==> src/hdl/assert_macros.svh <==
// assertion macros used by the top level rtl file
// no dependencies; bodies compile away when SYNTHESIS is set
`ifndef ASSERT_MACROS_SVH
`define ASSERT_MACROS_SVH

`ifndef SYNTHESIS
`define AST_HOLDS(lbl, clk, rstn, expr, msg) \
    lbl: assert property (@(posedge clk) disable iff (!rstn) (expr)) else $error(msg);
`define AST_IMPLIES(lbl, clk, rstn, ante, cons, msg) \
    lbl: assert property (@(posedge clk) disable iff (!rstn) (ante) |-> (cons)) else $error(msg);
`else
`define AST_HOLDS(lbl, clk, rstn, expr, msg)
`define AST_IMPLIES(lbl, clk, rstn, ante, cons, msg)
`endif

`endif

==> src/hdl/w2s_pkg.sv <==
// shared constants, beat types and stage types of the world to screen projector
// no dependencies
package w2s_pkg;

    localparam int FRAC_BITS      = 16;
    localparam int REJECT_EPSILON = 66;

    localparam int DIMW = 16;
    localparam int CW   = 66 - FRAC_BITS;
    localparam int MW   = CW + 1;
    localparam int PW   = MW + DIMW;
    localparam int QB   = (FRAC_BITS + 19 > 33) ? FRAC_BITS + 19 : 33;
    localparam int RW   = MW + QB;
    localparam int LW   = DIMW + 2 + FRAC_BITS;

    localparam int MIN_W_RAW = ((1 << FRAC_BITS) + 500) / 1000;
    localparam int MIN_W     = (MIN_W_RAW < 1) ? 1 : MIN_W_RAW;

    localparam int CFG_IDX_W = 3;
    localparam logic [CFG_IDX_W-1:0] REG_ROW_X_LO    = 3'd0;
    localparam logic [CFG_IDX_W-1:0] REG_ROW_X_HI    = 3'd1;
    localparam logic [CFG_IDX_W-1:0] REG_ROW_Y_LO    = 3'd2;
    localparam logic [CFG_IDX_W-1:0] REG_ROW_Y_HI    = 3'd3;
    localparam logic [CFG_IDX_W-1:0] REG_ROW_W_LO    = 3'd4;
    localparam logic [CFG_IDX_W-1:0] REG_ROW_W_HI    = 3'd5;
    localparam logic [CFG_IDX_W-1:0] REG_FRAME_WIDTH = 3'd6;
    localparam logic [CFG_IDX_W-1:0] REG_FRAME_HEIGHT= 3'd7;

    typedef struct packed {
        logic signed [31:0] world_x;
        logic signed [31:0] world_y;
        logic signed [31:0] world_z;
        logic               clamp_mode;
    } in_beat_t;

    typedef struct packed {
        logic signed [31:0] screen_x;
        logic signed [31:0] screen_y;
        logic               valid_res;
    } out_beat_t;

    typedef struct packed {
        logic [63:0]     row_x_lo;
        logic [63:0]     row_x_hi;
        logic [63:0]     row_y_lo;
        logic [63:0]     row_y_hi;
        logic [63:0]     row_w_lo;
        logic [63:0]     row_w_hi;
        logic [DIMW-1:0] frame_width;
        logic [DIMW-1:0] frame_height;
    } cfg_t;

    typedef struct packed {
        logic signed [CW-1:0] cx;
        logic signed [CW-1:0] cy;
        logic signed [CW-1:0] cw;
        logic                 clamp;
    } clip_t;

    typedef struct packed {
        logic neg_x;
        logic neg_y;
        logic clamp;
        logic reject;
    } div_tag_t;

    typedef struct packed {
        logic [RW-1:0] num_x;
        logic [RW-1:0] num_y;
        logic [MW-1:0] den;
        div_tag_t      tag;
    } div_in_t;

    typedef struct packed {
        logic [RW-1:0] rem_x;
        logic [RW-1:0] rem_y;
        logic [QB-1:0] q_x;
        logic [QB-1:0] q_y;
        logic [MW-1:0] den;
        div_tag_t      tag;
    } div_stage_t;

    typedef struct packed {
        logic [QB-1:0] q_x;
        logic [QB-1:0] q_y;
        logic          ovf_x;
        logic          ovf_y;
        div_tag_t      tag;
    } div_out_t;

endpackage

==> src/hdl/w2s_prep.sv <==
// w select and reject test, viewport offset and magnitude, scale by frame size
// depends on w2s_pkg
module w2s_prep
    import w2s_pkg::*;
(
    input  logic    aclk,
    input  logic    aresetn,
    input  logic    ce,
    input  logic    clip_valid,
    input  clip_t   clip,
    input  cfg_t    cfg,
    output logic    div_valid,
    output div_in_t div_in
);

    logic signed [CW-1:0] w3;
    logic                 rej3;
    logic signed [CW-1:0] cx3_reg, cy3_reg, w3_reg;
    logic                 clamp3_reg, rej3_reg;

    logic signed [MW-1:0] nx4, ny4;
    logic [MW-1:0]        mag_x4_reg, mag_y4_reg;
    logic signed [CW-1:0] w4_reg;
    div_tag_t             tag4_reg;

    logic [PW-1:0]        px5, py5;
    div_in_t              div_in_reg;
    logic [2:0]           vld_reg;

    always_comb begin
        w3   = clip.cw;
        rej3 = 1'b0;
        if (clip.clamp) begin
            if (clip.cw < CW'(MIN_W)) begin
                w3 = CW'(MIN_W);
            end
        end else if (clip.cw <= CW'(REJECT_EPSILON) || clip.cw <= 0) begin
            rej3 = 1'b1;
            w3   = CW'(1);
        end
    end

    always_comb begin
        nx4 = MW'(cx3_reg) + MW'(w3_reg);
        ny4 = MW'(cy3_reg) + MW'(w3_reg);
        px5 = PW'(mag_x4_reg) * PW'(cfg.frame_width);
        py5 = PW'(mag_y4_reg) * PW'(cfg.frame_height);
    end

    always_ff @(posedge aclk) begin
        if (ce) begin
            cx3_reg    <= clip.cx;
            cy3_reg    <= clip.cy;
            w3_reg     <= w3;
            clamp3_reg <= clip.clamp;
            rej3_reg   <= rej3;

            mag_x4_reg      <= nx4[MW-1] ? MW'(-nx4) : MW'(nx4);
            mag_y4_reg      <= ny4[MW-1] ? MW'(-ny4) : MW'(ny4);
            w4_reg          <= w3_reg;
            tag4_reg.neg_x  <= nx4[MW-1];
            tag4_reg.neg_y  <= ny4[MW-1];
            tag4_reg.clamp  <= clamp3_reg;
            tag4_reg.reject <= rej3_reg;

            div_in_reg.num_x <= RW'(px5) << FRAC_BITS;
            div_in_reg.num_y <= RW'(py5) << FRAC_BITS;
            div_in_reg.den   <= MW'({w4_reg, 1'b0});
            div_in_reg.tag   <= tag4_reg;
        end
    end

    always_ff @(posedge aclk) begin
        if (!aresetn) begin
            vld_reg <= '0;
        end else if (ce) begin
            vld_reg <= {vld_reg[1:0], clip_valid};
        end
    end

    assign div_valid = vld_reg[2];
    assign div_in    = div_in_reg;

endmodule

==> config.mk <==
export PLATFORM = sky130hd
export DESIGN_NAME = w2s_prep
export DESIGN_NICKNAME = d
export VERILOG_FILES = /design/src/hdl/assert_macros.svh /design/src/hdl/w2s_pkg.sv /design/src/hdl/w2s_prep.sv
export SDC_FILE = /design/constraint.sdc
export NUM_CORES = 2
export LEC_CHECK = 0
export BUFFER_PORTS_ARGS = -buffer_cell sky130_fd_sc_hd__clkbuf_2
export CAP_MARGIN = 0
export CORE_AREA = 2 2 522 420
export CTS_CLUSTER_SIZE = 24
export DETAILED_ROUTE_END_ITERATION = 10
export DIE_AREA = 0 0 524 422
export PLACE_DENSITY = 0.52
export SYNTH_ARGS = -nofsm -noshare
export SYNTH_HDL_FRONTEND = slang
export SYNTH_SLANG_ARGS = --single-unit
==> constraint.sdc <==
create_clock -name aclk -period 12.7 [get_ports aclk]
set_clock_uncertainty 0.1 [all_clocks]
set_input_delay 3.175 -clock aclk [delete_from_list [all_inputs] [get_ports aclk]]
set_output_delay 3.175 -clock aclk [all_outputs]
set_load 0.02 [all_outputs]
### Word level (Yosys, flattened, before mapping)

Index checks and enable logic that the tools add are counted.

| cells by class | value |
|---|---|
| add/subtract/negate cells | 4 |
| multiply operators | 2 |
| order comparisons | 3 |
| muxes and demuxes | 6 |
| reduce and logical (&&, ||, !) cells | 1 |

Operators with widths:

| cell | number |
|---|---|
| 50-bit 2-to-1 mux | 5 |
| 51-bit by 16-bit multiplier with 67-bit output | 2 |
| 50-bit by 50-bit adder with 51-bit output | 2 |
| 51-bit negator | 2 |
| 50-bit by 1-bit <= comparator with 1-bit output (second input constant) | 1 |
| 50-bit by 8-bit <= comparator with 1-bit output (second input constant) | 1 |
| 50-bit by 8-bit less-than comparator with 1-bit output (second input constant) | 1 |
| 1-bit logical OR | 1 |
| 1-bit 2-to-1 mux | 1 |

| storage, ports and cells | value |
|---|---|
| flip-flop bits (word level) | 499 |
| bits of input ports | 571 |
| output and inout port bits | 228 |
| word-level logic and storage cells | 38 |

### Depth between registers and ports, before layout

| depth | value |
|---|---|
| depth in word-level cells | 4 |
| depth in mapped cells | 27 |

### Worst setup path after synthesis

No wires, ideal clock.

| timing | value |
|---|---|
| path type | input port to flip-flop |
| start | in cfg[1] (netlist bit) |
| end | reg div_in_reg (netlist bit div_in[132]) (data pin) |
| arrival time | 9.547 ns |
| data required time | 12.335 ns |
| slack | 2.787 ns |
| stages on the path | 25 |
| path buffers | 2 |
| cells stage by stage | clkbuf_1 -> clkbuf_1 -> nand2_1 -> fa_1 -> inv_1 -> fa_1 -> inv_1 -> fa_1 -> inv_1 -> fa_1 -> fa_1 -> inv_1 -> fa_1 -> inv_1 -> ha_1 -> nand3_1 -> or3b_2 -> a21boi_0 -> o21a_1 -> nor3_1 -> a2111oi_0 -> nor3_1 -> o31a_1 -> o21ai_0 -> xor2_1 |

| between the ends | value |
|---|---|
| longest elaborated chain between the ends | 1 |

Ends and longest elaborated chain:

| element | line | RTL |
|---|---|---|
| from (decl) | w2s_prep.sv:11 | `input cfg_t cfg,` |
| 51-bit by 16-bit multiplier with 67-bit output | w2s_prep.sv:47 | `py5 = PW'(mag_y4_reg) * PW'(cfg.frame_height);` |
| named net py5[61] | w2s_prep.sv:26 | `logic [PW-1:0] px5, py5;` |
| to (decl) | w2s_prep.sv:27 | `div_in_t div_in_reg;` |

The timed path passes the listed nets, and every way through them passes these cells.
A chain may end at the register's enable or synchronous reset.

### Worst setup path after layout

| timing | value |
|---|---|
| start | in cfg[17] (netlist bit) |
| end | reg div_in_reg (netlist bit div_in[219]) (data pin) |

| between the ends | value |
|---|---|
| longest elaborated chain between the ends | 1 |

Ends and longest elaborated chain:

| element | line | RTL |
|---|---|---|
| 51-bit by 16-bit multiplier with 67-bit output | w2s_prep.sv:46 | `px5 = PW'(mag_x4_reg) * PW'(cfg.frame_width);` |
| named net px5[62] | w2s_prep.sv:26 |  |

The timed path passes the listed nets, and every way through them passes these cells.

==> results.py <==
metrics = {
    "run_status": {
        "status": "finished clean",
    },
    "clock_network": {
        "clock_latency_ns": 0.72,
        "cts_sinks": 499,
        "cts_tree": "built",
        "cts_hold_buffers": 0,
        "ctsResizeCount": 0,
        "htree_levels": 3,
        "root_buffer": "clkbuf_16",
        "cts.clk_slew.worst_paths_ns": 0.06,
        "cts_made_buffers": 67,
        "cts.path.max_buffers": 3,
        "postCtsSetupBuffers": 0,
    },
    "layout": {
        "drive_above_1_share": 0.0791,
        "largest_reg_flops": 188,
        "fill_cells": 21800,
        "final_nets": 10400,
        "seqCellArea_um2": 15000,
        "area_delta_synth_final_pct": 9.27,
        "final_core_util": 0.381,
        "multi_input_comb_area_um2": 53100,
    },
    "yosys": {
        "ys.flop_type": "edfxtp_1",
        "synth_top_family_by_area": "adder cells",
        "yosysWarnings": 0,
        "synth_edf_count": 496,
        "ys_seq_elements": 499,
        "syn_area_um2": 75300,
        "synth_simple_gate_area_frac": 0.160,
        "yosysTopAreaCellShare": 0.364,
        "synth_compound_area_frac": 0.0813,
        "synth_xor_area_frac": 0.0329,
        "synthCells": 7921,
        "synthMuxAreaShare": 0.00165,
        "ys_seq_area_frac": 0.199,
        "ys_types": 94,
        "synth.avg_cell_area_um2": 9.50,
        "synth.largest_area_cell": "fa_1",
        "async_flop_share": 0,
        "synth_fa_ha_area_frac": 0.428,
        "yosys-top-cells-area": "fa_1, edfxtp_1, inv_1",
    },
    "timing": {
        "fmax_mhz": 90.3,
        "min_period_ns": 11.08,
        "finalMaxSlewViolations": 0,
        "slew_headroom": 0.188,
        "hold_viol_final": 0,
        "hold_slack_ns": 0.315,
        "fin_crit_sh": 0.872,
        "setup_violations": 0,
        "tns_ns": 0,
        "grt_setup_unrepaired": "false",
        "worstMarginPinSlew_ns": 1.21,
    },
    "routing": {
        "dr.pass1.iters": 5,
        "antenna_left": 0,
        "drt_iter0_markers": 4416,
        "totalWireLength_um": 239000,
        "viasPerCell": 5.09,
        "drcViolationCount": 0,
        "wl_per_cell_um": 21.8,
        "num_vias": 55900,
    },
    "setup_path": {
        "cpMostUsedCell": "fa_1",
        "cp-start-kind": "input pin",
        "slowest_delay_ns": 0.72,
        "crit_path_max_fanout": 13,
        "crit_chain": "clkbuf_2 -> nand2_1 -> fa_1 -> fa_1 -> fa_1 -> fa_1 -> inv_1 -> fa_1 -> fa_1 -> ha_1 -> o2111ai_1 -> o21ai_0 -> a21oi_1 -> nor3_1 -> a41oi_1 -> o31ai_1 -> a21oi_1 -> o41a_1 -> o31ai_1 -> xor2_1",
        "path_class": "in -> reg",
        "crit_path_end_kind": "flop",
        "slowest_stage": "nor3_1",
        "cp.arrival_ns": 11.41,
        "required_ns": 13.03,
    },
    "placement": {
        "dpl.hpwl_um": 191000,
        "io_buffer_count": 375,
        "routabilityCongestion": 0.911,
    },
    "floorplanning": {
        "coreArea_um2": 216000,
        "start_util": 0.348,
        "die_w_um": 524,
        "fp.dieArea_um2": 221000,
        "io_pins": 799,
        "num_rows": 153,
        "die_height_um": 422,
    },
    "run": {
        "cap_violations": 0,
    },
    "global_routing": {
        "grt_max_degree": 163,
        "met1_usage": 0.326,
        "overflow": 0,
        "track_usage": 0.220,
        "antenna_found_initial": 17,
        "met2_usage": 0.312,
        "top_usage_layer": "met1",
        "grt_pass1_vias": 58000,
        "grtUsageMet3": 0.0528,
        "grt_pass1_wl_um": 366000,
    },
    "min_path": {
        "holdCritPathClass": "reg -> reg",
    },
}
==> worst paths after layout <==
kind	to	slack (ns)	startpoint	depth (start not counted)
max	div_in[219]$_DFFE_PP_	1.62	cfg[17]	20
min	div_in[31]$_DFFE_PP_	0.31	w4_reg[26]$_DFFE_PP_	0
max reg2reg	div_in[219]$_DFFE_PP_	3.88	mag_x4_reg[6]$_DFFE_PP_	20
min reg2reg	div_in[31]$_DFFE_PP_	0.31	w4_reg[26]$_DFFE_PP_	0
==> area by class of cell <==
cell class,instances,area share
well taps,2867,0.0436
inverters,1490,0.0680
clock buffers,76,0.0211
multi-input cells,5544,0.646
flip-flops and latches,499,0.182
diodes,2,0.0000608
repair buffers,476,0.0328
clock inverters,42,0.00671
==> per-layer routing <==
| metal | up-vias | wire [um] | part of all wire |
|---|---|---|---|
| li1 | 25000 | - | - |
| met1 | 28800 | 113000 | 0.47 |
| met2 | 1865 | 98600 | 0.41 |
| met3 | 268 | 19600 | 0.082 |
| met4 | 16 | 8460 | 0.035 |
| met5 | - | 93 | 0.00039 |
==> cells in the final DEF, fill, tap and decap left out, drive strengths merged, types with 15 or more instances in the layout <==
cell    instances
inv          1499
fa           1370
nand2        1325
and2          620
edfxtp        496
clkbuf        448
ha            381
a21oi         286
xnor2         185
nor2          177
o21ai         172
a21o          125
buf           104
xor2           98
nand3          65
nand4          63
nor3           59
a31oi          45
o21bai         39
conb           39
and3           36
o21a           34
nor4           31
a211oi         27
o31ai          26
or3            24
or2            24
clkinv         23
o211ai         22
nor2b          21
nand2b         20
a221oi         15
==> kinds of logic after synthesis <==
logic type / Yosys count
and+or+nand+nor: 2522
buffers and inverters: 1916
adders and majority gates: 1751
AOI/OAI and AO/OA: 937
DFF: 499
xor gates and xnor gates: 283
muxes: 12
other: 1
==> critical path, delay by kind of cell <==
| family | cells | cell delay (ns) |
|---|---|---|
| fa+ha+maj | 7 | 3.42 |
| simple gates | 2 | 0.89 |
| xor+xnor | 1 | 0.11 |
| compound gates | 8 | 3.14 |
| buf+inv | 2 | 0.59 |
==> Yosys cell counts, drive strengths merged (8+ instances only) <==
library cell	instances
nand3	65
nor4	31
xnor2	185
a21oi	286
and3	36
buf	46
or2	24
or4	9
a221oi	15
edfxtp	496
and2	620
inv	1490
o31ai	26
a31oi	45
o2111ai	8
nor2b	21
xor2	98
or3	24
and4	14
a211o	11
nor3	59
clkbuf	380
o31a	9
mux2i	9
o21ai	172
a211oi	27
nand2	1325
o221ai	8
o21bai	39
ha	381
a21o	125
a21boi	12
o21a	34
o211ai	22
a41oi	11
fa	1370
a2111oi	11
nand2b	20
a31o	9
nor2	177
nand4	63
==> per-stage QoR <==
step           area (um^2)  instances  setup WS, ns
2_1_floorplan        75400       7959          2.79
3_3_place_gp         80000      10900          1.19
3_5_place_dp         80000      10900          1.16
4_1_cts              82200      11000          1.91
5_1_grt              82200      11000          1.38
6_report             82300      11000          1.62
Power is left out: the tool's default activity adds up to more than one toggle a clock period on the data nets, which glitch-free logic cannot reach.
