`src/hdl/assert_macros.svh`:
```
// assertion macros used by the top level rtl file
// no dependencies; bodies compile away when SYNTHESIS is set
`ifndef ASSERT_MACROS_SVH
`define ASSERT_MACROS_SVH

`ifndef SYNTHESIS
`define AST_HOLDS(lbl, clk, rstn, expr, msg) \
    lbl: assert property (@(posedge clk) disable iff (!rstn) (expr)) else $error(msg);
`define AST_IMPLIES(lbl, clk, rstn, ante, cons, msg) \
    lbl: assert property (@(posedge clk) disable iff (!rstn) (ante) |-> (cons)) else $error(msg);
`else
`define AST_HOLDS(lbl, clk, rstn, expr, msg)
`define AST_IMPLIES(lbl, clk, rstn, ante, cons, msg)
`endif

`endif

```
`src/hdl/w2s_pkg.sv`:
```
// shared constants, beat types and stage types of the world to screen projector
// no dependencies
package w2s_pkg;

    localparam int FRAC_BITS      = 16;
    localparam int REJECT_EPSILON = 66;

    localparam int DIMW = 16;
    localparam int CW   = 66 - FRAC_BITS;
    localparam int MW   = CW + 1;
    localparam int PW   = MW + DIMW;
    localparam int QB   = (FRAC_BITS + 19 > 33) ? FRAC_BITS + 19 : 33;
    localparam int RW   = MW + QB;
    localparam int LW   = DIMW + 2 + FRAC_BITS;

    localparam int MIN_W_RAW = ((1 << FRAC_BITS) + 500) / 1000;
    localparam int MIN_W     = (MIN_W_RAW < 1) ? 1 : MIN_W_RAW;

    localparam int CFG_IDX_W = 3;
    localparam logic [CFG_IDX_W-1:0] REG_ROW_X_LO    = 3'd0;
    localparam logic [CFG_IDX_W-1:0] REG_ROW_X_HI    = 3'd1;
    localparam logic [CFG_IDX_W-1:0] REG_ROW_Y_LO    = 3'd2;
    localparam logic [CFG_IDX_W-1:0] REG_ROW_Y_HI    = 3'd3;
    localparam logic [CFG_IDX_W-1:0] REG_ROW_W_LO    = 3'd4;
    localparam logic [CFG_IDX_W-1:0] REG_ROW_W_HI    = 3'd5;
    localparam logic [CFG_IDX_W-1:0] REG_FRAME_WIDTH = 3'd6;
    localparam logic [CFG_IDX_W-1:0] REG_FRAME_HEIGHT= 3'd7;

    typedef struct packed {
        logic signed [31:0] world_x;
        logic signed [31:0] world_y;
        logic signed [31:0] world_z;
        logic               clamp_mode;
    } in_beat_t;

    typedef struct packed {
        logic signed [31:0] screen_x;
        logic signed [31:0] screen_y;
        logic               valid_res;
    } out_beat_t;

    typedef struct packed {
        logic [63:0]     row_x_lo;
        logic [63:0]     row_x_hi;
        logic [63:0]     row_y_lo;
        logic [63:0]     row_y_hi;
        logic [63:0]     row_w_lo;
        logic [63:0]     row_w_hi;
        logic [DIMW-1:0] frame_width;
        logic [DIMW-1:0] frame_height;
    } cfg_t;

    typedef struct packed {
        logic signed [CW-1:0] cx;
        logic signed [CW-1:0] cy;
        logic signed [CW-1:0] cw;
        logic                 clamp;
    } clip_t;

    typedef struct packed {
        logic neg_x;
        logic neg_y;
        logic clamp;
        logic reject;
    } div_tag_t;

    typedef struct packed {
        logic [RW-1:0] num_x;
        logic [RW-1:0] num_y;
        logic [MW-1:0] den;
        div_tag_t      tag;
    } div_in_t;

    typedef struct packed {
        logic [RW-1:0] rem_x;
        logic [RW-1:0] rem_y;
        logic [QB-1:0] q_x;
        logic [QB-1:0] q_y;
        logic [MW-1:0] den;
        div_tag_t      tag;
    } div_stage_t;

    typedef struct packed {
        logic [QB-1:0] q_x;
        logic [QB-1:0] q_y;
        logic          ovf_x;
        logic          ovf_y;
        div_tag_t      tag;
    } div_out_t;

endpackage

```
`src/hdl/w2s_out.sv`:
```
// sign, clamp and saturation of the quotients, zero for rejected beats, two-entry output buffer
// depends on w2s_pkg
module w2s_out
    import w2s_pkg::*;
(
    input  logic      aclk,
    input  logic      aresetn,
    input  logic      din_valid,
    input  div_out_t  din,
    input  cfg_t      cfg,
    output logic      ce,
    output logic      m_valid,
    input  logic      m_ready,
    output out_beat_t m_beat
);

    localparam logic [QB:0] POS_MAX = (QB + 1)'(33'h0_7FFF_FFFF);
    localparam logic [QB:0] NEG_MAG = (QB + 1)'(33'h0_8000_0000);

    logic [DIMW-1:0] dim_max;
    logic [QB:0]     lim;
    out_beat_t       res;
    out_beat_t       buf_reg [2];
    logic [1:0]      count_reg;
    logic            push, pop;

    function automatic logic [31:0] finish(
        input logic [QB-1:0] q,
        input logic          ovf,
        input logic          neg,
        input logic          clamp,
        input logic [QB:0]   limit
    );
        logic [QB:0] m;
        logic [31:0] r;
        m = ovf ? '1 : {1'b0, q};
        if (clamp && m > limit) begin
            m = limit;
        end
        if (!neg) begin
            r = (m > POS_MAX) ? 32'h7FFF_FFFF : m[31:0];
        end else begin
            r = (m > NEG_MAG) ? 32'h8000_0000 : ~m[31:0] + 32'd1;
        end
        return r;
    endfunction

    always_comb begin
        dim_max = (cfg.frame_width > cfg.frame_height) ? cfg.frame_width : cfg.frame_height;
        lim     = (QB + 1)'({dim_max, 2'b00}) << FRAC_BITS;
        if (din.tag.reject) begin
            res.screen_x  = '0;
            res.screen_y  = '0;
            res.valid_res = 1'b0;
        end else begin
            res.screen_x  = finish(din.q_x, din.ovf_x, din.tag.neg_x, din.tag.clamp, lim);
            res.screen_y  = finish(din.q_y, din.ovf_y, din.tag.neg_y, din.tag.clamp, lim);
            res.valid_res = 1'b1;
        end
    end

    assign ce      = (count_reg != 2'd2);
    assign push    = ce && din_valid;
    assign m_valid = (count_reg != 2'd0);
    assign pop     = m_valid && m_ready;
    assign m_beat  = buf_reg[0];

    always_ff @(posedge aclk) begin
        case ({push, pop})
            2'b10: begin
                buf_reg[count_reg[0]] <= res;
            end
            2'b01: begin
                buf_reg[0] <= buf_reg[1];
            end
            2'b11: begin
                if (count_reg == 2'd1) begin
                    buf_reg[0] <= res;
                end else begin
                    buf_reg[0] <= buf_reg[1];
                    buf_reg[1] <= res;
                end
            end
            default: begin
            end
        endcase
    end

    always_ff @(posedge aclk) begin
        if (!aresetn) begin
            count_reg <= 2'd0;
        end else begin
            case ({push, pop})
                2'b10:   count_reg <= count_reg + 2'd1;
                2'b01:   count_reg <= count_reg - 2'd1;
                default: count_reg <= count_reg;
            endcase
        end
    end

endmodule

```
`config.mk`:
```
export PLATFORM = sky130hd
export DESIGN_NAME = w2s_out
export DESIGN_NICKNAME = d
export VERILOG_FILES = /design/src/hdl/assert_macros.svh /design/src/hdl/w2s_pkg.sv /design/src/hdl/w2s_out.sv
export SDC_FILE = /design/constraint.sdc
export NUM_CORES = 1
export LEC_CHECK = 0
export BUFFER_PORTS_ARGS = -buffer_cell sky130_fd_sc_hd__buf_2
export CORE_AREA = 2 2 218 220
export DETAILED_ROUTE_END_ITERATION = 8
export DIE_AREA = 0 0 220 222
export PLACE_DENSITY = 0.49
export RECOVER_POWER = 50
export SKIP_CTS_REPAIR_TIMING = 1
export SLEW_MARGIN = 40
export SYNTH_ARGS = -nofsm -noshare
export SYNTH_HDL_FRONTEND = slang
export SYNTH_SLANG_ARGS = --single-unit
```
`constraint.sdc`:
```
create_clock -name aclk -period 10.35 [get_ports aclk]
set_input_delay 1.035 -clock aclk [delete_from_list [all_inputs] [get_ports aclk]]
set_output_delay 1.035 -clock aclk [all_outputs]
set_load 0.02 [all_outputs]
```
# == Yosys cells after proc, flatten, opt, wreduce, memory -nomap -nowiden ==
# Memory sizes are Yosys's and may differ from the RTL's.
# Cells that the tools add are included.
# op_classes
order_cmp,7
addsub,4
mux,30
eq_ne,5
reduce_logical,7
bitwise_logic,4
# ops
op,count
2-to-1 mux 65 bit,4
2-to-1 mux 36 bit,6
2-to-1 mux 32 bit,6
greater-than comparator 36 x 31 -> 1 bit (second input constant),2
greater-than comparator 36 x 32 -> 1 bit (second input constant),2
greater-than comparator 36 x 34 -> 1 bit,2
OR reduction 65 bit,1
adder 32 x 1 -> 32 bit (second input constant),2
NOT 32 bit,2
greater-than comparator 16 bit,1
2-to-1 mux 16 bit,1
2-to-1 mux 1 bit,12
== test 2 x 1 -> 1 bit (second input constant),2
== test 2 bit (second input constant),2
logical AND 1 bit,4
case mux 2 bit (2 select lines),1
nonzero test 2 bit,2
adder 2 x 1 -> 2 bit (second input constant),1
inequality test 2 bit (second input constant),1
OR 1 bit,2
subtractor 2 x 1 -> 2 bit (second input constant),1
# totals
inputBits,496
ff_bits,2
n_memories,1
ramBits,130
elab_cells,59
output_inout_bits,67
# mem_list
memory,depth,word_bits,read_ports,rd_clocked_by_memory_dff,wr,line_no,source
buf_reg,2,65,2,0,2,w2s_out.sv:23,out_beat_t buf_reg [2];

# == Longest topological paths before layout ==
# Gate-level depths: netlist of run 1.
# logic_depth
word_depth,14
depth_mapped,37
mapped_depth_nobuf,32

# == Worst setup path before layout of run 1 ==
# OpenSTA, ideal clock, no wires.
# synth_path
kind,input to register
from,input port cfg[15] (netlist name)
to,"memory buf_reg[1][45] (netlist name), data pin"
setup_ns,0.167
arrival_ns,8.117
setup_slack_ns,2.066
n_path_buf,6
required_ns,10.183
path_stages,35
cell_sequence,inv_1 ha_1 and4_1 nand3_1 a21oi_1 and3b_1 buf_2 nor2_1 buf_2 buf_1 nor2_1 a21oi_1 ha_1 nand3_1 nor4_1 and3_1 a2111oi_0 or3_1 and2_1 buf_2 nand2_2 buf_2 o21ai_0 ha_1 or3b_2 nor4b_1 and4_1 nand2_1 nor2_1 o21ai_1 a31oi_1 a22oi_1 buf_2 a2111o_1 a211oi_1
# synth_lines
item,line_no,source
start: declaration,w2s_out.sv:10,"input cfg_t cfg,"
end: declaration,w2s_out.sv:23,

==> Implementation_results.wiki, run 1 <==
{| class="wikitable"
! Metric !! Value
|-
| Global router's overall resource usage || 20.3%
|-
| Fraction of synthesis flops using an asynchronous set or reset pin || 0%
|-
| Sequential fraction of the synthesis area || 34.4%
|-
| Kind of end point of the critical path || register
|-
| Top area cells in the synthesized netlist || edfxtp_1 34%, ha_1 5.3%, nor2_1 5.3%
|-
| Outcome || complete, but fails checks
|-
| Path type of the worst min-delay path || reg -> reg
|-
| Post-synthesis to final-layout area growth || 18.4%
|-
| Post-DR wirelength/cell || 23.7 µm
|-
| Number of setup violations in the final report || 0
|-
| CTS H-tree lvls || 4
|-
| Violations in the final reports || max-capacitance violations, max-slew violations
|-
| Kind of launch point of the worst setup path || input pin
|-
| Synth unique cells || 100
|-
| Cells after Synth || 1338
|-
| Slew at the pin with the worst max-slew slack || 4.26 ns
|-
| Initial antenna violation count || 15
|-
| Max Clock Freq || 110 MHz
|-
| Wire length of the first global-routing pass || 74.0 mm
|-
| Largest incremental delay on the critical path || 0.57 ns
|-
| Full die area || 0.0488 mm²
|-
| Detailed-placement wirelength estimate || 37.7 mm
|-
| Buffers on Ports || 178
|-
| Pin count of the biggest net entering global routing || 66
|-
| Starting utilization of the core area || 24.8%
|-
| Number of global-route vias before repair || 11047
|-
| Number of vias in the routed layout || 11750
|-
| Post-Place Worst Slack || 1.04 ns
|-
| # DRC || 0
|-
| Leading area contributor after synthesis || edfxtp_1
|-
| Critical path data required time || 10.65 ns
|-
| Count of routing violations after the opening detailed-route iteration || 1256
|-
| Fraction of final layout cells with drive strength greater than 1 || 18.2%
|-
| Width of the chip || 220 µm
|-
| Insertion delay of the later-clocked pin in the worst-skew pair || 0.44 ns
|-
| Peak supply drop || 0.115 mV
|-
| Number of clock buffers inserted by TritonCTS || 17
|-
| Core area || 0.0463 mm²
|-
| Register bit count reported by yosys || 132
|-
| Critical setup path kind || in -> reg
|-
| Slowest cell on crit path || a22o_1
|-
| Synthesized netlist net count || 1883
|-
| Share of Yosys cell area claimed by the top area cell type || 34.0%
|-
| CP arrival || 9.40 ns
|-
| Unrepaired setup endpoints after global routing || false
|-
| Static power due to leakage || 4.91 nW
|-
| Synth top cells by count || 161 x nor2_1, 130 x edfxtp_1, 115 x nand2_1
|-
| Crit share post-route || 87.9%
|-
| Number of sinks driven by the clock tree || 132
|-
| Top-level I/O count || 563
|-
| Antenna-violating nets left || 0
|-
| Number of buffer and inverter instances along the worst setup path || 5
|-
| Worst-case clock buffer depth || 2
|-
| Total iterations of the first detailed-routing run || 5
|-
| Maximum fanout along the worst path || 19
|-
| Rel. slew slack || -184%
|-
| Time the final worst path needs with I/O delays and setup || 9.10 ns
|-
| Placement Rows || 79
|-
| Buffer cell driving the clock tree root || clkbuf_16
|-
| Final critical-path setup slack || 1.25 ns
|-
| Total overflow reported by the global router || 0
|-
| Number of enable flip-flop cells after synthesis || 130
|-
| Max Slew Vio Count || 178
|-
| Yosys warnings || 0
|-
| Power density over the cells || 195 mW/mm²
|-
| Clock transition at the registers of the reported paths || 0.07 ns
|-
| Reported max-cap violation count || 3
|-
| Clock tree from TritonCTS || built
|-
| RD Place Congestion || 0.905
|-
| Largest delay share family, worst path || compound AO/OA/AOI/OAI gates
|-
| Ratio of routed vias to standard cells || 5.55
|-
| Final #Nets || 2031
|-
| Vertical die dimension || 222 µm
|-
| Final wirelength || 50.1 mm
|-
| Fin Clk Skew || 0.0161 ns
|-
| Synthesized area || 0.0115 mm²
|-
| Final-layout setup total negative slack || 0 ns
|-
| Most used standard cell by instance count after synthesis || nor2_1
|-
| Max reg flops || 130
|-
| Final number of hold-violating endpoints || 0
|-
| Primary FF master, synth || edfxtp_1
|-
| Mean post-synth cell area || 8.58 µm²
|}
-- cells in the final DEF (no fill, tap or decap), types with 45 or more instances in the layout --
cell type  instances
nor2_1           158
edfxtp_1         130
nand2_1          115
buf_2            111
a21oi_1           96
o21ai_0           72
clkbuf_1          70
inv_1             52
nor3_1            49
ha_1              49
nand3_1           45
-- per-stage QoR --
| step | power [mW] | std cells | cell area (µm²) | hold slack (ns) | utilization, % |
|---|---|---|---|---|---|
| after floorplan | 1.58 | 1338 | 11500 | 0.489 | - |
| after global placement | 2.04 | 2074 | 13000 | 0.510 | 28.2 |
| after detailed placement | 2.05 | 2074 | 13100 | 0.516 | 28.2 |
| after CTS | 2.69 | 2106 | 13700 | 0.532 | 29.5 |
| after global routing | 2.78 | 2110 | 13600 | 0.550 | 29.3 |
| final | 2.65 | 2117 | 13600 | 0.525 | 29.4 |
-- logic make-up (layout without fill, tap and decap cells) --
logic type | Yosys count | after routing | synth area share (%)
mux | 59 | 59 | 5.75
other cells | 0 | 11 | 0
xor+xnor | 27 | 27 | 2.06
fa+ha+maj | 49 | 49 | 5.34
flops | 132 | 132 | 34.4
buf+inv | 138 | 299 | 5.17
simple gates | 538 | 538 | 23.7
compound gates | 395 | 395 | 23.7
-- path summary, 6_finish.rpt --
| check | slack [ns] | endpoint | cells after the start | from |
|---|---|---|---|---|
| hold reg to reg | 0.53 | buf_reg[0][3] | 1 | buf_reg[1][3] |
| setup reg to reg | 5.17 | buf_reg[1][47] | 9 | count_reg[0] |
| setup / recovery | 1.25 | buf_reg[0][44] | 32 | cfg[6] |
| hold / removal | 0.53 | buf_reg[0][3] | 1 | buf_reg[1][3] |
-- layer usage --
layer / share of wire [%] / track usage, % / vias up
li1: - / - / 5401
met1: 44 / 28.1 / 5675
met2: 44 / 30.5 / 594
met3: 8.9 / 4.99 / 74
met4: 2.9 / 7.25 / 6
met5: 0.068 / 0 / -
-- cell type report --
type                            instances  area (µm²)
Fill cell                            5064       32700
Tap cell                              607         759
Timing Repair Buffer                  215        1070
Inverter                               52         195
Clock buffer                           17         425
Antenna cell                           11        27.5
Multi-Input combinational cell       1068        6990
Clock inverter                         15         181
Sequential cell                       132        3940
-- report_power, final --
part           total, mW  switching (mW)  internal (mW)
Sequential         0.970          0.0711          0.899
Clock              0.634           0.287          0.348
Combinational       1.05           0.782          0.267
-- worst reg2reg max path, stage by stage, from the launching register on --
cell and delay [ns]:
dfxtp_1 0.40, inv_1 0.11, ha_1 0.22, inv_1 0.11, nand2_1 0.19, inv_1 0.16, ha_1 0.23, inv_1 0.06
o21ai_0 0.16, clkbuf_1 2.99
No activity file was read; power rests on OpenSTA's default activity.
==> inputs of run 2 (changes only) <==
Settings changed: PLACE_DENSITY 0.49 to 0.51.
==> Implementation_results.wiki, run 2 (synthesized netlist as in run 1, its figures left out) <==
{| class="wikitable"
! Metric !! Value
|-
| Final critical-path setup slack || 1.47 ns
|-
| Post-synthesis to final-layout area growth || 18.5%
|-
| Hold slack final || 0.521 ns
|-
| Fin Clk Skew || 0.0165 ns
|-
| Max reg flops || 130
|-
| Slowest cell on crit path || a2111oi_1
|-
| Static power due to leakage || 4.90 nW
|-
| Placement Rows || 79
|-
| Proportion of power drawn by the clock network || 23.8%
|-
| Commonest non-fill, non-tap cell in the layout || nor2_1
|-
| Insertion delay of the later-clocked pin in the worst-skew pair || 0.44 ns
|-
| Buffer cell driving the clock tree root || clkbuf_16
|-
| Largest incremental delay on the critical path || 0.68 ns
|-
| Post-DR wirelength/cell || 23.4 µm
|-
| Reported max-cap violation count || 3
|-
| Count of routing violations after the opening detailed-route iteration || 1274
|-
| Area after DPL || 0.0131 mm²
|-
| Initial antenna violation count || 18
|-
| Width of the chip || 220 µm
|-
| # DRC || 0
|-
| Outcome || complete, but fails checks
|-
| Path type of the worst min-delay path || reg -> reg
|-
| Rel. slew slack || -181%
|-
| Fraction of final layout cells with drive strength greater than 1 || 18.2%
|-
| CTS H-tree lvls || 4
|-
| Number of setup violations in the final report || 0
|-
| Crit share post-route || 85.8%
|-
| Finished Layout Cells || 2122
|-
| Violations in the final reports || max-capacitance violations, max-slew violations
|-
| Final wirelength || 49.7 mm
|-
| Net switching power figure || 1.12 mW
|-
| Ratio of routed vias to standard cells || 5.57
|-
| Slew at the pin with the worst max-slew slack || 4.21 ns
|-
| Total overflow reported by the global router || 0
|-
| Detailed-placement wirelength estimate || 37.3 mm
|-
| Number of vias in the routed layout || 11819
|-
| Max Slew Vio Count || 178
|-
| Largest delay share family, worst path || simple AND/OR/NAND/NOR gates
|-
| Final number of hold-violating endpoints || 0
|-
| Unrepaired setup endpoints after global routing || false
|-
| Core area || 0.0463 mm²
|-
| Cell-internal power || 1.53 mW
|-
| Instance count after placement with tap cells included || 2077
|-
| Starting utilization of the core area || 24.8%
|-
| Pin count of the biggest net entering global routing || 66
|-
| Number of clock buffers inserted by TritonCTS || 17
|-
| Critical path data required time || 10.65 ns
|-
| Clock tree from TritonCTS || built
|-
| Switching share of power || 42.2%
|-
| Kind of launch point of the worst setup path || input pin
|-
| Most frequent cells in the layout || 159 x nor2_1, 130 x edfxtp_1, 115 x nand2_1, 111 x buf_2, 96 x a21oi_1
|-
| Full die area || 0.0488 mm²
|-
| Clock transition at the registers of the reported paths || 0.07 ns
|-
| Proportion of power drawn by combinational gates || 39.2%
|-
| Kind of end point of the critical path || register
|-
| Max Clock Freq || 113 MHz
|-
| Post-layout power || 2.65 mW
|-
| Final #Nets || 2034
|-
| Maximum fanout along the worst path || 21
|-
| Buffers on Ports || 178
|-
| Total non-filler cell area in the finished layout || 0.0136 mm²
|-
| Power density over the cells || 195 mW/mm²
|-
| CP arrival || 9.18 ns
|-
| Wire length of the first global-routing pass || 72.6 mm
|-
| Vertical die dimension || 222 µm
|-
| Number of sinks driven by the clock tree || 132
|-
| Final-layout setup total negative slack || 0 ns
|-
| Final core utilization || 29.4%
|-
| Total iterations of the first detailed-routing run || 6
|-
| Post-Place Worst Slack || 1.06 ns
|-
| Peak supply drop || 0.144 mV
|-
| Top cell by count, worst path || buf_4
|-
| RD Place Congestion || 0.925
|-
| Critical setup path kind || in -> reg
|-
| Worst-case clock buffer depth || 2
|-
| Number of global-route vias before repair || 10971
|-
| Top-level I/O count || 563
|-
| Number of buffer and inverter instances along the worst setup path || 6
|-
| Antenna-violating nets left || 0
|-
| Global router's overall resource usage || 20.0%
|-
| Layout fillers || 5016
|-
| Time the final worst path needs with I/O delays and setup || 8.88 ns
|-
| Reg power frac || 37.0%
|}
run 2: worst register-to-register path, delay by kind of cell (launching register included):
family,cells,cell delay (ns)
buf+inv,5,3.32
fa+ha+maj,2,0.44
flops,1,0.41
compound gates,1,0.15
simple gates,1,0.12
run 2: final timing paths:
check,endpoint,from,cells after the start,slack [ns]
hold reg to reg,buf_reg[0][0],buf_reg[1][0],2,0.52
setup / recovery,buf_reg[0][57],cfg[6],35,1.47
setup reg to reg,buf_reg[1][33],count_reg[0],9,5.33
hold / removal,buf_reg[0][0],buf_reg[1][0],2,0.52
run 2: routing by layer:
metal  global-route usage [%]  wire [µm]
met1                     27.9      22100
met2                     30.4      21800
met5                        0         39
met3                     4.90       4580
met4                     5.78       1220
run 2: power groups by stage:
stage | Clock, mW | Combinational, mW | Sequential (mW)
5_1_grt | 0.658 | 1.11 | 1.00
3_5_place_dp | 0 | 1.09 | 0.962
3_3_place_gp | 0 | 1.08 | 0.959
2_1_floorplan | 0 | 0.461 | 1.12
6_report | 0.629 | 1.04 | 0.980
4_1_cts | 0.638 | 1.09 | 0.953
run 2: final cells by class:
type | count | area [µm²] | area share (%)
multi-input cells | 1068 | 6970 | 51.3
repair buffers | 218 | 1100 | 8.06
clock inverters | 14 | 170 | 1.25
well taps | 607 | 759 | 5.58
diodes | 13 | 32.5 | 0.239
clock buffers | 18 | 429 | 3.16
flip-flops and latches | 132 | 3940 | 29.0
inverters | 52 | 195 | 1.44
==> inputs of run 3 (changes only) <==
==> constraint.sdc (replaced) <==
create_clock -name aclk -period 10.35 [get_ports aclk]
set_input_delay 1.035 -clock aclk [delete_from_list [all_inputs] [get_ports aclk]]
set_output_delay 1.035 -clock aclk [all_outputs]
set_load 0.005 [all_outputs]
==> Implementation_results.wiki, run 3 (synthesized netlist as in run 1, its figures left out) <==
{| class="wikitable"
! Metric !! Value
|-
| Outcome || complete, but fails checks
|-
| Violations in the final reports || max-capacitance violations, max-slew violations
|-
| Power density over the cells || 184 mW/mm²
|-
| Top-level I/O count || 563
|-
| Time the final worst path needs with I/O delays and setup || 8.89 ns
|-
| Total non-filler cell area in the finished layout || 0.0136 mm²
|-
| Most frequent cells in the layout || 159 x nor2_1, 130 x edfxtp_1, 128 x buf_2, 115 x nand2_1, 96 x a21oi_1
|-
| Critical path data required time || 10.65 ns
|-
| Peak supply drop || 0.145 mV
|-
| Final wirelength || 49.7 mm
|-
| # DRC || 0
|-
| Clock transition at the registers of the reported paths || 0.07 ns
|-
| Critical setup path kind || in -> reg
|-
| Reported max-cap violation count || 3
|-
| RD Place Congestion || 0.925
|-
| Post-synthesis to final-layout area growth || 18.6%
|-
| Final-layout setup total negative slack || 0 ns
|-
| Number of setup violations in the final report || 0
|-
| Top cell by count, worst path || buf_4
|-
| Number of clock buffers inserted by TritonCTS || 17
|-
| Fraction of final layout cells with drive strength greater than 1 || 19.4%
|-
| Commonest non-fill, non-tap cell in the layout || nor2_1
|-
| Layout fillers || 5006
|-
| Ratio of routed vias to standard cells || 5.55
|-
| Final core utilization || 29.4%
|-
| Max reg flops || 130
|-
| Full die area || 0.0488 mm²
|-
| Buffer cell driving the clock tree root || clkbuf_16
|-
| Slew at the pin with the worst max-slew slack || 4.24 ns
|-
| Final number of hold-violating endpoints || 0
|-
| Total iterations of the first detailed-routing run || 6
|-
| CP arrival || 9.19 ns
|-
| Static power due to leakage || 4.96 nW
|-
| Rel. slew slack || -183%
|-
| Kind of launch point of the worst setup path || input pin
|-
| Number of sinks driven by the clock tree || 132
|-
| Initial antenna violation count || 18
|-
| Max Slew Vio Count || 178
|-
| Wire length of the first global-routing pass || 72.6 mm
|-
| Placement Rows || 79
|-
| Finished Layout Cells || 2122
|-
| Number of global-route vias before repair || 10971
|-
| Instance count after placement with tap cells included || 2077
|-
| Unrepaired setup endpoints after global routing || false
|-
| Post-DR wirelength/cell || 23.4 µm
|-
| Count of routing violations after the opening detailed-route iteration || 1194
|-
| Number of vias in the routed layout || 11783
|-
| Slowest cell on crit path || a2111oi_1
|-
| Insertion delay of the later-clocked pin in the worst-skew pair || 0.43 ns
|-
| Clock tree from TritonCTS || built
|-
| Maximum fanout along the worst path || 21
|-
| Largest incremental delay on the critical path || 0.67 ns
|-
| Pin count of the biggest net entering global routing || 66
|-
| Worst-case clock buffer depth || 2
|-
| Final #Nets || 2034
|-
| Buffers on Ports || 178
|-
| Hold slack final || 0.521 ns
|-
| Worst setup slack for register-to-register paths || 5.30 ns
|-
| Vertical die dimension || 222 µm
|-
| Width of the chip || 220 µm
|-
| Path type of the worst min-delay path || reg -> reg
|-
| Crit share post-route || 85.9%
|-
| Max Clock Freq || 113 MHz
|-
| Area after DPL || 0.0131 mm²
|-
| Core area || 0.0463 mm²
|-
| Total overflow reported by the global router || 0
|-
| Starting utilization of the core area || 24.8%
|-
| Detailed-placement wirelength estimate || 37.3 mm
|-
| Kind of end point of the critical path || register
|-
| Antenna-violating nets left || 0
|-
| CTS H-tree lvls || 4
|-
| Fin Clk Skew || 0.0147 ns
|-
| Global router's overall resource usage || 20.0%
|}
## run 3: metal layers
layer / global-route usage [%] / part of all wire, %
met2: 30.4 / 44
met5: 0 / 0.078
met1: 27.9 / 44
met4: 5.78 / 2.3
met3: 4.90 / 9.2
## run 3: area by class of cell
type	count	area, µm²	share of cell area (%)
Clock inverter	14	170	1.25
Multi-Input combinational cell	1068	6970	51.2
Clock buffer	18	429	3.15
Tap cell	607	759	5.58
Sequential cell	132	3940	29.0
Antenna cell	13	32.5	0.239
Timing Repair Buffer	218	1120	8.20
Inverter	52	195	1.43
## run 3: worst paths after layout
| kind | end | startpoint | cells after the start |
|---|---|---|---|
| worst min-delay path | buf_reg[0][0] | buf_reg[1][0] | 2 |
| worst min register to register | buf_reg[0][0] | buf_reg[1][0] | 2 |
| worst max register to register | buf_reg[1][48] | count_reg[0] | 9 |
| worst max-delay path | buf_reg[0][57] | cfg[6] | 35 |
## run 3: power by group
part / switching [mW] / internal (mW)
Combinational: 0.623 / 0.274
Clock: 0.267 / 0.362
Sequential: 0.0787 / 0.900
## run 3: stage by stage
| step | setup WS [ns] | total power, mW |
|---|---|---|
| 2_1_floorplan | 2.07 | 1.42 |
| 3_3_place_gp | 1.06 | 1.88 |
| 3_5_place_dp | 1.06 | 1.90 |
| 4_1_cts | 1.48 | 2.53 |
| 5_1_grt | 0.970 | 2.63 |
| 6_report | 1.46 | 2.51 |
## run 3: worst max-delay path, delay by kind of cell
kind                       cells  cell delay, ns
and+or+nand+nor               16            3.48
AOI/OAI and AO/OA              9            2.41
buffers and inverters          6            1.18
adders and majority gates      3            0.81
muxes                          1            0.23
